==> src/sv/srpg_pkg.sv <==
package srpg_pkg;

  typedef enum logic [2:0] {
    REQ_TICK     = 3'd0,
    REQ_MOVE_ABS = 3'd1,
    REQ_MOVE_REL = 3'd2,
    REQ_SET_POS  = 3'd3,
    REQ_CONST    = 3'd4,
    REQ_STOP     = 3'd5,
    REQ_STOP_NOW = 3'd6,
    REQ_NONE     = 3'd7
  } req_e;

  localparam logic [1:0] CFG_MAX_SPEED = 2'd0;
  localparam logic [1:0] CFG_ACCEL     = 2'd1;
  localparam logic [1:0] CFG_FIRST_IV  = 2'd2;
  localparam logic [1:0] CFG_MIN_IV    = 2'd3;

  localparam int unsigned DIV_W    = 64;
  localparam logic [23:0] IV_MAX   = 24'hFFFFFF;
  localparam logic [31:0] Q_MAX    = 32'hFFFFFFFF;
  localparam logic [31:0] RAMP_MAX = 32'h7FFFFFFF;
  localparam logic [31:0] US_PER_S = 32'd1000000;

endpackage

==> src/sv/stepper_ramp_pulse_generator_top.sv <==
// Step/direction generator with trapezoidal ramp on one shared serial divider.
// Items that need a new interval may wait on the divider: constant-speed requests,
// steps, moves and stops. Each 64-bit divide holds the FSM until it completes.
// Throughput: one item at a time; s_axis_tready is high only in idle.
// Reset: asynchronous active low; state returns to idle, position 0, forward.
module stepper_ramp_pulse_generator_top #(
  parameter int unsigned POSITION_WIDTH = 32,
  parameter int unsigned FRAC_BITS      = 8
) (
  input  logic        clk_i,
  input  logic        rst_ni,
  input  logic        s_axis_tvalid,
  output logic        s_axis_tready,
  input  logic [31:0] s_axis_tdata,   // value[31:0]
  input  logic [2:0]  s_axis_tuser,   // req_type[2:0]
  output logic        m_axis_tvalid,
  input  logic        m_axis_tready,
  output logic [63:0] m_axis_tdata,   // step_direction, position[32], moving, interval_us[24], pad
  output logic        m_axis_tuser,   // step_pulse
  input  logic        cfg_we_i,
  input  logic [1:0]  cfg_idx_i,
  input  logic [31:0] cfg_data_i
);
  localparam int unsigned PW = POSITION_WIDTH;
  localparam int unsigned W  = srpg_pkg::DIV_W;

  typedef enum logic [3:0] {
    ST_IDLE, ST_EXEC, ST_NI, ST_STS_WAIT, ST_NI2, ST_REC_WAIT, ST_SPD_WAIT,
    ST_CONST_WAIT, ST_STOP_WAIT, ST_OUT
  } state_e;

  state_e state_q;
  logic [19:0] max_speed_q, accel_q;
  logic [31:0] first_iv_q;
  logic [27:0] min_iv_q;

  logic signed [PW-1:0] pos_q, tgt_q;
  logic signed [31:0] ramp_q;
  logic [31:0] civ_q, cspd_q;
  logic [23:0] aiv_q, el_q;
  logic dir_q, cmode_q, pulse_q, stop_move_q;
  logic [2:0] typ_q;
  logic signed [31:0] val_q;

  logic div_start;
  logic [W-1:0] div_num, div_den, div_quo;
  logic div_busy;

  srpg_div u_div (
    .clk_i, .rst_ni, .start_i(div_start), .num_i(div_num), .den_i(div_den),
    .busy_o(div_busy), .quo_o(div_quo)
  );

  logic [19:0] eff_spd;
  logic [27:0] eff_min;
  logic signed [PW:0] to_go;
  logic [PW:0] adist;
  logic [31:0] sts_sat;
  logic signed [PW-1:0] vpos, relpos, tmax, stop_tgt;
  logic [31:0] av;

  assign eff_spd = (max_speed_q == '0) ? 20'd1 : max_speed_q;
  assign eff_min = (min_iv_q == '0) ? 28'd1 : min_iv_q;
  assign to_go   = {tgt_q[PW-1], tgt_q} - {pos_q[PW-1], pos_q};
  assign adist   = to_go[PW] ? (PW+1)'(-to_go) : to_go;
  assign sts_sat = (div_quo > 64'(srpg_pkg::RAMP_MAX)) ? srpg_pkg::RAMP_MAX : div_quo[31:0];
  assign vpos    = PW'(val_q);
  assign relpos  = pos_q + PW'(val_q);
  assign tmax    = {1'b0, {(PW-1){1'b1}}};
  assign av      = val_q[31] ? 32'(-val_q) : val_q;
  assign stop_tgt = dir_q ? pos_q + PW'(sts_sat) + PW'(1) : pos_q - PW'(sts_sat) - PW'(1);

  function automatic logic [23:0] iv_us(input logic [31:0] cn);
    logic [31:0] us;
    us = cn >> FRAC_BITS;
    if (us > 32'(srpg_pkg::IV_MAX)) us = 32'(srpg_pkg::IV_MAX);
    if (us == '0) us = 32'd1;
    return us[23:0];
  endfunction

  // ramp decision after stopping distance is known
  logic signed [32:0] ramp_n;
  logic [63:0] sts_ext, adist_ext;
  always_comb begin
    sts_ext   = 64'(sts_sat);
    adist_ext = 64'(adist);
    ramp_n    = {ramp_q[31], ramp_q};
    if (!to_go[PW] && to_go != '0) begin
      if (ramp_q > 0) begin
        if (sts_ext >= adist_ext || !dir_q) ramp_n = -$signed({1'b0, sts_sat});
      end else if (ramp_q < 0) begin
        if (sts_ext < adist_ext && dir_q) ramp_n = -ramp_n;
      end
    end else if (to_go[PW]) begin
      if (ramp_q > 0) begin
        if (sts_ext >= adist_ext || dir_q) ramp_n = -$signed({1'b0, sts_sat});
      end else if (ramp_q < 0) begin
        if (sts_ext < adist_ext && !dir_q) ramp_n = -ramp_n;
      end
    end
  end

  logic signed [34:0] den4;
  logic [34:0] mag4;
  assign den4 = 35'(ramp_q) * 35'sd4 + 35'sd1;
  assign mag4 = den4[34] ? 35'(-den4) : den4;
  logic [32:0] cn_rec;
  logic [31:0] cn_clamp;
  always_comb begin
    if (!den4[34]) cn_rec = (33'(civ_q) > div_quo[32:0]) ? 33'(civ_q) - div_quo[32:0] : '0;
    else cn_rec = (div_quo > 64'(srpg_pkg::Q_MAX) - 64'(civ_q)) ?
                  33'(srpg_pkg::Q_MAX) : 33'(civ_q) + div_quo[32:0];
    cn_clamp = (cn_rec < 33'(eff_min)) ? 32'(eff_min) : cn_rec[31:0];
  end

  // one divider shared by stopping distance, recurrence, speed and constant runs
  always_comb begin
    div_start = 1'b0;
    div_num   = '0;
    div_den   = 64'd1;
    unique case (state_q)
      ST_NI: begin
        div_num = 64'(cspd_q) * 64'(cspd_q);
        div_den = (64'(accel_q) << 1) << (2 * FRAC_BITS);
        div_start = !cmode_q && accel_q != '0;
      end
      ST_EXEC: begin
        div_num = 64'(cspd_q) * 64'(cspd_q);
        div_den = (64'(accel_q) << 1) << (2 * FRAC_BITS);
        div_start = (typ_q == srpg_pkg::REQ_STOP) && cspd_q != '0 && accel_q != '0;
        if (typ_q == srpg_pkg::REQ_CONST) begin
          div_num = 64'(srpg_pkg::US_PER_S) << FRAC_BITS;
          div_den = 64'((av > 32'(eff_spd)) ? 32'(eff_spd) : av);
          div_start = val_q != '0;
        end
      end
      ST_NI2: begin
        div_num = 64'(civ_q) << 1;
        div_den = 64'(mag4);
        div_start = 1'b1;
      end
      ST_REC_WAIT: begin
        // speed from the new interval, launched as the recurrence divide ends
        div_num = 64'(srpg_pkg::US_PER_S) << (2 * FRAC_BITS);
        div_den = stop_move_q ? 64'((first_iv_q == '0) ? 32'd1 : first_iv_q)
                              : 64'(cn_clamp);
        div_start = !div_busy;
      end
      default: ;
    endcase
  end

  always_ff @(posedge clk_i or negedge rst_ni) begin
    if (!rst_ni) begin
      state_q <= ST_IDLE;
      max_speed_q <= 20'd1000; accel_q <= '0;
      first_iv_q <= 32'd256000; min_iv_q <= 28'd256000;
      pos_q <= '0; tgt_q <= '0; ramp_q <= '0; civ_q <= '0; cspd_q <= '0;
      aiv_q <= '0; el_q <= '0; dir_q <= 1'b1; cmode_q <= 1'b0;
      pulse_q <= 1'b0; stop_move_q <= 1'b0; typ_q <= '0; val_q <= '0;
    end else begin
      if (cfg_we_i) begin
        unique case (cfg_idx_i)
          srpg_pkg::CFG_MAX_SPEED: max_speed_q <= cfg_data_i[19:0];
          srpg_pkg::CFG_ACCEL:     accel_q     <= cfg_data_i[19:0];
          srpg_pkg::CFG_FIRST_IV:  first_iv_q  <= cfg_data_i;
          srpg_pkg::CFG_MIN_IV:    min_iv_q    <= cfg_data_i[27:0];
          default: ;
        endcase
      end
      unique case (state_q)
        ST_IDLE: if (s_axis_tvalid) begin
          typ_q <= s_axis_tuser; val_q <= s_axis_tdata;
          pulse_q <= 1'b0; stop_move_q <= 1'b0;
          state_q <= ST_EXEC;
        end
        ST_EXEC: begin
          case (typ_q) inside
            srpg_pkg::REQ_TICK: begin
              // idle: no interval yet, the elapsed count keeps running
              if (aiv_q == '0) begin
                if (el_q < srpg_pkg::IV_MAX) el_q <= el_q + 1'b1;
                state_q <= ST_NI;
              end else if (el_q == srpg_pkg::IV_MAX || el_q + 24'd1 >= aiv_q) begin
                pulse_q <= 1'b1; el_q <= '0;
                pos_q <= dir_q ? pos_q + 1'b1 : pos_q - 1'b1;
                state_q <= ST_NI;
              end else begin
                el_q <= el_q + 1'b1;
                state_q <= ST_OUT;
              end
            end
            srpg_pkg::REQ_MOVE_ABS, srpg_pkg::REQ_MOVE_REL: begin
              if (!(tgt_q == ((typ_q == srpg_pkg::REQ_MOVE_ABS) ? vpos : relpos) && !cmode_q))
              begin
                cmode_q <= 1'b0;
                tgt_q <= (typ_q == srpg_pkg::REQ_MOVE_ABS) ? vpos : relpos;
                state_q <= ST_NI;
              end else begin
                state_q <= ST_OUT;
              end
            end
            srpg_pkg::REQ_SET_POS: begin
              pos_q <= vpos; tgt_q <= vpos; ramp_q <= '0; cspd_q <= '0;
              aiv_q <= '0; cmode_q <= 1'b0;
              state_q <= ST_OUT;
            end
            srpg_pkg::REQ_CONST: begin
              if (val_q == '0) begin
                tgt_q <= pos_q; ramp_q <= '0; cspd_q <= '0; aiv_q <= '0; cmode_q <= 1'b0;
                state_q <= ST_OUT;
              end else begin
                cmode_q <= 1'b1; dir_q <= !val_q[31];
                cspd_q <= 32'((av > 32'(eff_spd)) ? 32'(eff_spd) : av) << FRAC_BITS;
                ramp_q <= '0;
                tgt_q <= val_q[31] ? -tmax : tmax;
                state_q <= ST_CONST_WAIT;
              end
            end
            srpg_pkg::REQ_STOP: begin
              if (cspd_q == '0 || accel_q == '0) begin
                tgt_q <= pos_q; ramp_q <= '0; cspd_q <= '0; aiv_q <= '0; cmode_q <= 1'b0;
                state_q <= ST_OUT;
              end else begin
                cmode_q <= 1'b0; state_q <= ST_STOP_WAIT;
              end
            end
            srpg_pkg::REQ_STOP_NOW: begin
              tgt_q <= pos_q; ramp_q <= '0; cspd_q <= '0; aiv_q <= '0; cmode_q <= 1'b0;
              state_q <= ST_OUT;
            end
            default: state_q <= ST_OUT;
          endcase
        end
        ST_CONST_WAIT: if (!div_busy) begin
          civ_q <= (div_quo > 64'(srpg_pkg::Q_MAX)) ? srpg_pkg::Q_MAX : div_quo[31:0];
          aiv_q <= iv_us((div_quo > 64'(srpg_pkg::Q_MAX)) ? srpg_pkg::Q_MAX : div_quo[31:0]);
          state_q <= ST_OUT;
        end
        ST_STOP_WAIT: if (!div_busy) begin
          // move_to on the stopping point
          if (tgt_q != stop_tgt) begin
            tgt_q <= stop_tgt; state_q <= ST_NI;
          end else begin
            state_q <= ST_OUT;
          end
        end
        ST_NI: begin
          if (cmode_q) begin
            aiv_q <= iv_us(civ_q); state_q <= ST_OUT;
          end else if (accel_q == '0) begin
            state_q <= ST_OUT;
            if (to_go == '0) begin
              aiv_q <= '0; cspd_q <= '0;
            end else begin
              dir_q <= !to_go[PW];
              cspd_q <= 32'(eff_spd) << FRAC_BITS;
              civ_q <= 32'(eff_min);
              aiv_q <= iv_us(32'(eff_min));
            end
          end else begin
            state_q <= ST_STS_WAIT;
          end
        end
        ST_STS_WAIT: if (!div_busy) begin
          if (to_go == '0 && sts_sat <= 32'd1) begin
            aiv_q <= '0; cspd_q <= '0; ramp_q <= '0; state_q <= ST_OUT;
          end else if (ramp_n == '0) begin
            civ_q <= first_iv_q; dir_q <= !to_go[PW] && to_go != '0;
            ramp_q <= 32'sd1;
            state_q <= ST_REC_WAIT;
            stop_move_q <= 1'b1;
          end else begin
            ramp_q <= ramp_n[31:0];
            state_q <= ST_NI2;
          end
        end
        ST_NI2: state_q <= ST_REC_WAIT;
        ST_REC_WAIT: if (!div_busy) begin
          if (!stop_move_q) begin
            civ_q <= cn_clamp;
            if (ramp_q < $signed(srpg_pkg::RAMP_MAX)) ramp_q <= ramp_q + 1'b1;
          end
          stop_move_q <= 1'b0;
          state_q <= ST_SPD_WAIT;
        end
        ST_SPD_WAIT: if (!div_busy) begin
          aiv_q <= iv_us(civ_q);
          cspd_q <= (div_quo > 64'(srpg_pkg::Q_MAX)) ? srpg_pkg::Q_MAX : div_quo[31:0];
          state_q <= ST_OUT;
        end
        ST_OUT: if (m_axis_tready) state_q <= ST_IDLE;
        default: state_q <= ST_IDLE;
      endcase
    end
  end

  assign s_axis_tready = state_q == ST_IDLE;
  assign m_axis_tvalid = state_q == ST_OUT;
  assign m_axis_tuser  = pulse_q;
  assign m_axis_tdata  = {6'd0, aiv_q, (aiv_q != '0 || pos_q != tgt_q),
                          32'(pos_q), dir_q};
endmodule

==> src/sv/srpg_div.sv <==
// Restoring divider, one quotient bit per cycle.
module srpg_div (
  input  logic                         clk_i,
  input  logic                         rst_ni,
  input  logic                         start_i,
  input  logic [srpg_pkg::DIV_W-1:0]   num_i,
  input  logic [srpg_pkg::DIV_W-1:0]   den_i,
  output logic                         busy_o,
  output logic [srpg_pkg::DIV_W-1:0]   quo_o
);
  localparam int unsigned W  = srpg_pkg::DIV_W;
  localparam int unsigned CW = $clog2(W + 1);

  logic [W-1:0]  num_q, den_q, rem_q;
  logic [CW-1:0] cnt_q;
  logic [W:0]    trial;
  logic          busy_q;

  assign trial = {rem_q, num_q[W-1]} - {1'b0, den_q};

  always_ff @(posedge clk_i or negedge rst_ni) begin
    if (!rst_ni) begin
      busy_q <= 1'b0;
      cnt_q  <= '0;
    end else if (start_i) begin
      busy_q <= 1'b1;
      cnt_q  <= CW'(W);
      num_q  <= num_i;
      den_q  <= den_i;
      rem_q  <= '0;
    end else if (busy_q) begin
      if (!trial[W]) begin
        rem_q <= trial[W-1:0];
        num_q <= {num_q[W-2:0], 1'b1};
      end else begin
        rem_q <= {rem_q[W-2:0], num_q[W-1]};
        num_q <= {num_q[W-2:0], 1'b0};
      end
      cnt_q <= cnt_q - 1'b1;
      if (cnt_q == CW'(1)) busy_q <= 1'b0;
    end
  end

  assign busy_o = busy_q;
  assign quo_o  = num_q;
endmodule

==> config.mk <==
export PLATFORM = sky130hd
export DESIGN_NAME = stepper_ramp_pulse_generator_top
export DESIGN_NICKNAME = d
export VERILOG_FILES = /design/src/sv/srpg_pkg.sv /design/src/sv/stepper_ramp_pulse_generator_top.sv /design/src/sv/srpg_div.sv
export SDC_FILE = /design/constraint.sdc
export NUM_CORES = 2
export LEC_CHECK = 0
export BUFFER_PORTS_ARGS = -buffer_cell sky130_fd_sc_hd__buf_2
export CAP_MARGIN = 20
export CORE_MARGIN = 5
export CORE_UTILIZATION = 40
export CTS_CLUSTER_DIAMETER = 60
export DETAILED_ROUTE_END_ITERATION = 12
export GPL_ROUTABILITY_DRIVEN = 0
export PLACE_DENSITY = 0.51
export SLEW_MARGIN = 20
export SYNTH_ARGS = -nofsm -noshare
export SYNTH_HDL_FRONTEND = slang
export SYNTH_HIERARCHICAL = 1
export SYNTH_SLANG_ARGS = --single-unit
==> constraint.sdc <==
create_clock -name clk_i -period 10.2 [get_ports clk_i]
set_clock_uncertainty 0.2 [all_clocks]
set_input_delay 2.04 -clock clk_i [delete_from_list [all_inputs] [get_ports clk_i]]
set_output_delay 2.04 -clock clk_i [all_outputs]
set_load 0.1 [all_outputs]
==> impl_metrics.json <==
{
  "status": "completed",
  "grt_pass1_wl_mm": 481,
  "fin_ws_ns": 0.515,
  "cts_buffers": 79,
  "r2r-start": "pos_q[4]$_DFFE_PN0P_",
  "dr.first_iter.drc_count": 6948,
  "yosysSeqAreaShare": 0.179,
  "ys_ff_latch": 551,
  "critical_path_required_ns": 10.58,
  "arrival_ns": 10.06,
  "hold_class": "reg2reg",
  "avgSynthCellArea_um2": 8.56,
  "numPortBuffers": 134,
  "hold_violations": 0,
  "ant_nets": 0,
  "synth_top_cell_area_share": 0.198,
  "worst_pin_slew_ns": 1.33,
  "tns_ns": 0,
  "cts_tree": "yes",
  "crit_fanout": 32,
  "first_pass_iters": 7,
  "die_h_um": 464,
  "cts-hold-fix-buffers": 0,
  "cp_slowest_stage_delay_ns": 0.57,
  "dieArea_um2": 215000,
  "syn-cell-area_um2": 82400,
  "finalMaxSlewViolations": 0,
  "fmax_mhz": 103,
  "cp-end-kind": "register",
  "core_region_area_um2": 205000,
  "start_kind": "register",
  "place_hpwl_mm": 257,
  "yosysMostFrequentCell": "inv_1",
  "cp_slowest_cell": "dfrtp_1",
  "reg2reg_slack_ns": 0.52,
  "worst_r2r_endpoint": "civ_q[8]$_DFFE_PN0P_",
  "finalCriticalPeriod_ns": 9.68,
  "drive_above_1_share": 0.0983,
  "rows": 166,
  "cts_max_level": 3,
  "synthTopCellsByArea": "fa_1 (20%), dfrtp_1 (10%), ha_1 (10%)",
  "fin_nets": 11200,
  "rsz0062_at_grt": "no",
  "drc": 0,
  "startpoint": "pos_q[4]$_DFFE_PN0P_",
  "io_pins": 141,
  "grt_pass1_vias": 73700,
  "final_cell_area_um2": 89500,
  "grt.overflow.total": 0,
  "async_flop_share": 0.652,
  "max_slew_margin": 0.112,
  "dpl_worst_slack_ns": 0.452,
  "synth_top_area_cell": "fa_1",
  "start_util": 0.403,
  "netlist_instances": 9625,
  "setup-violations-final": 0,
  "whs_path_depth": 1,
  "fp.dieW_um": 464,
  "clkSlewWorstSetupHoldPaths_ns": 0.06,
  "insertion_delay_ns": 0.74,
  "vias": 73400,
  "finalWirelength_mm": 323,
  "cts_root_buf": "clkbuf_16",
  "synth.distinct_cells": 119,
  "period_share": 0.949,
  "wire_per_inst_um": 26.1,
  "crit_end": "civ_q[8]$_DFFE_PN0P_",
  "yosys_warnings": 6,
  "maxCapViolCount": 0,
  "utilization": 0.437,
  "placed_cell_area_um2": 86700,
  "reg2regPathDepth": 32,
  "via_per_inst": 5.94,
  "synthTopCellsByCount": "inv_1 (1223), nand2_1 (918), fa_1 (815), ha_1 (671), nor2_1 (617)",
  "synth_ff_type": "dfrtp_1",
  "numClockSinks": 551,
  "area_growth_pct": 8.59,
  "grt_usage": 0.294,
  "grt_antenna_before_repair": 33,
  "grt_max_degree": 124,
  "worstSetupPathType": "reg2reg",
  "synth_edf_count": 192,
  "cts_buffer_depth": 3
}
[routing by layer]
layer,track usage,up-vias,share of wire
li1,-,33100,-
met1,0.376,36300,0.40
met2,0.463,3147,0.45
met3,0.0539,878,0.075
met4,0.175,12,0.074
met5,0,-,0.00027
[worst min-delay path by stage]
stage                               startpoint                          to  slack (ns)
global placement      m_axis_tuser$_DFFE_PN0P_    m_axis_tuser$_DFFE_PN0P_        0.27
detailed placement    m_axis_tuser$_DFFE_PN0P_    m_axis_tuser$_DFFE_PN0P_        0.28
global route          m_axis_tuser$_DFFE_PN0P_    m_axis_tuser$_DFFE_PN0P_        0.30
floorplan           u_div/cnt_q[6]$_DFFE_PN0N_  u_div/cnt_q[6]$_DFFE_PN0N_        0.28
CTS                   m_axis_tuser$_DFFE_PN0P_    m_axis_tuser$_DFFE_PN0P_        0.29
finish                m_axis_tuser$_DFFE_PN0P_    m_axis_tuser$_DFFE_PN0P_        0.29
[cell type report]
class | count | area (um2)
Antenna cell | 12 | 30.0
Fill cell | 20500 | 115000
Timing Repair Buffer | 406 | 2830
Tap cell | 2688 | 3360
Multi-Input combinational cell | 7331 | 61200
Inverter | 1230 | 4620
Clock buffer | 109 | 2270
Clock inverter | 36 | 420
Sequential cell | 551 | 14800
[flip-flops by register name (all words and copies together), names as in the netlist, 24 cells and up]
name,cells
ramp_q,32
u_div/quo_o,64
val_q,32
u_div/den_q,64
min_iv_q,28
tgt_q,32
pos_q,32
aiv_q,24
first_iv_q,32
cspd_q,32
u_div/rem_q,64
civ_q,32
el_q,24
[cell usage in the layout, fill, tap and decap left out, drive strengths merged, types with 39 or more instances in the layout]
cell    Yosys  layout
inv      1225    1234
nand2     918     918
fa        815     815
ha        671     671
nor2      618     618
a21oi     544     544
o21ai     511     511
buf        77     406
dfrtp     340     340
xnor2     293     293
and2      253     253
mux2      244     244
edfxtp    192     192
nor3      168     168
nand3     166     166
xor2      162     162
a21o      158     158
nor4      112     112
nand4     109     109
clkbuf    470     109
nand2b     88      88
a211oi     87      87
a31oi      84      84
and3       81      81
o211ai     79      79
o31ai      74      74
o21a       73      73
or3        71      71
nor2b      70      70
o21bai     62      62
mux2i      61      61
a311oi     58      58
a221o      48      48
or2        42      42
o22ai      39      39
[cells by family after synthesis]
group                      Yosys count  share of synthesized area
muxes                              305                     0.0421
adders and majority gates         1486                      0.300
other                                2                  0.0000911
and+or+nand+nor                   2831                      0.167
DFF                                551                      0.179
buffers and inverters             1777                     0.0826
AOI/OAI and AO/OA                 2208                      0.178
xor gates and xnor gates           465                     0.0513
[worst max-delay path, delay by kind of cell (launching register included)]
kind            cells  cell delay (ns)
fa+ha+maj           2             0.60
flops               1             0.57
buf+inv             3             0.61
compound gates      8             2.53
xor+xnor            2             0.39
mux                 1             0.34
simple gates       16             4.25
[per-stage QoR]
step           hold slack [ns]  instances
2_1_floorplan            0.278       9659
3_3_place_gp             0.272      12200
3_5_place_dp             0.276      12200
4_1_cts                  0.288      12300
5_1_grt                  0.302      12400
6_report                 0.285      12400
[what timing repair did]
item | in CTS | in global routing
endpoints found under the setup margin | 0 | 5
setup buffers | 0 | 2
endpoints found under the hold margin | 0 | 0
gates resized for setup | 0 | 8
Power is left out: the tool's default activity adds up to more than one toggle a clock period on the data nets, which glitch-free logic cannot reach.
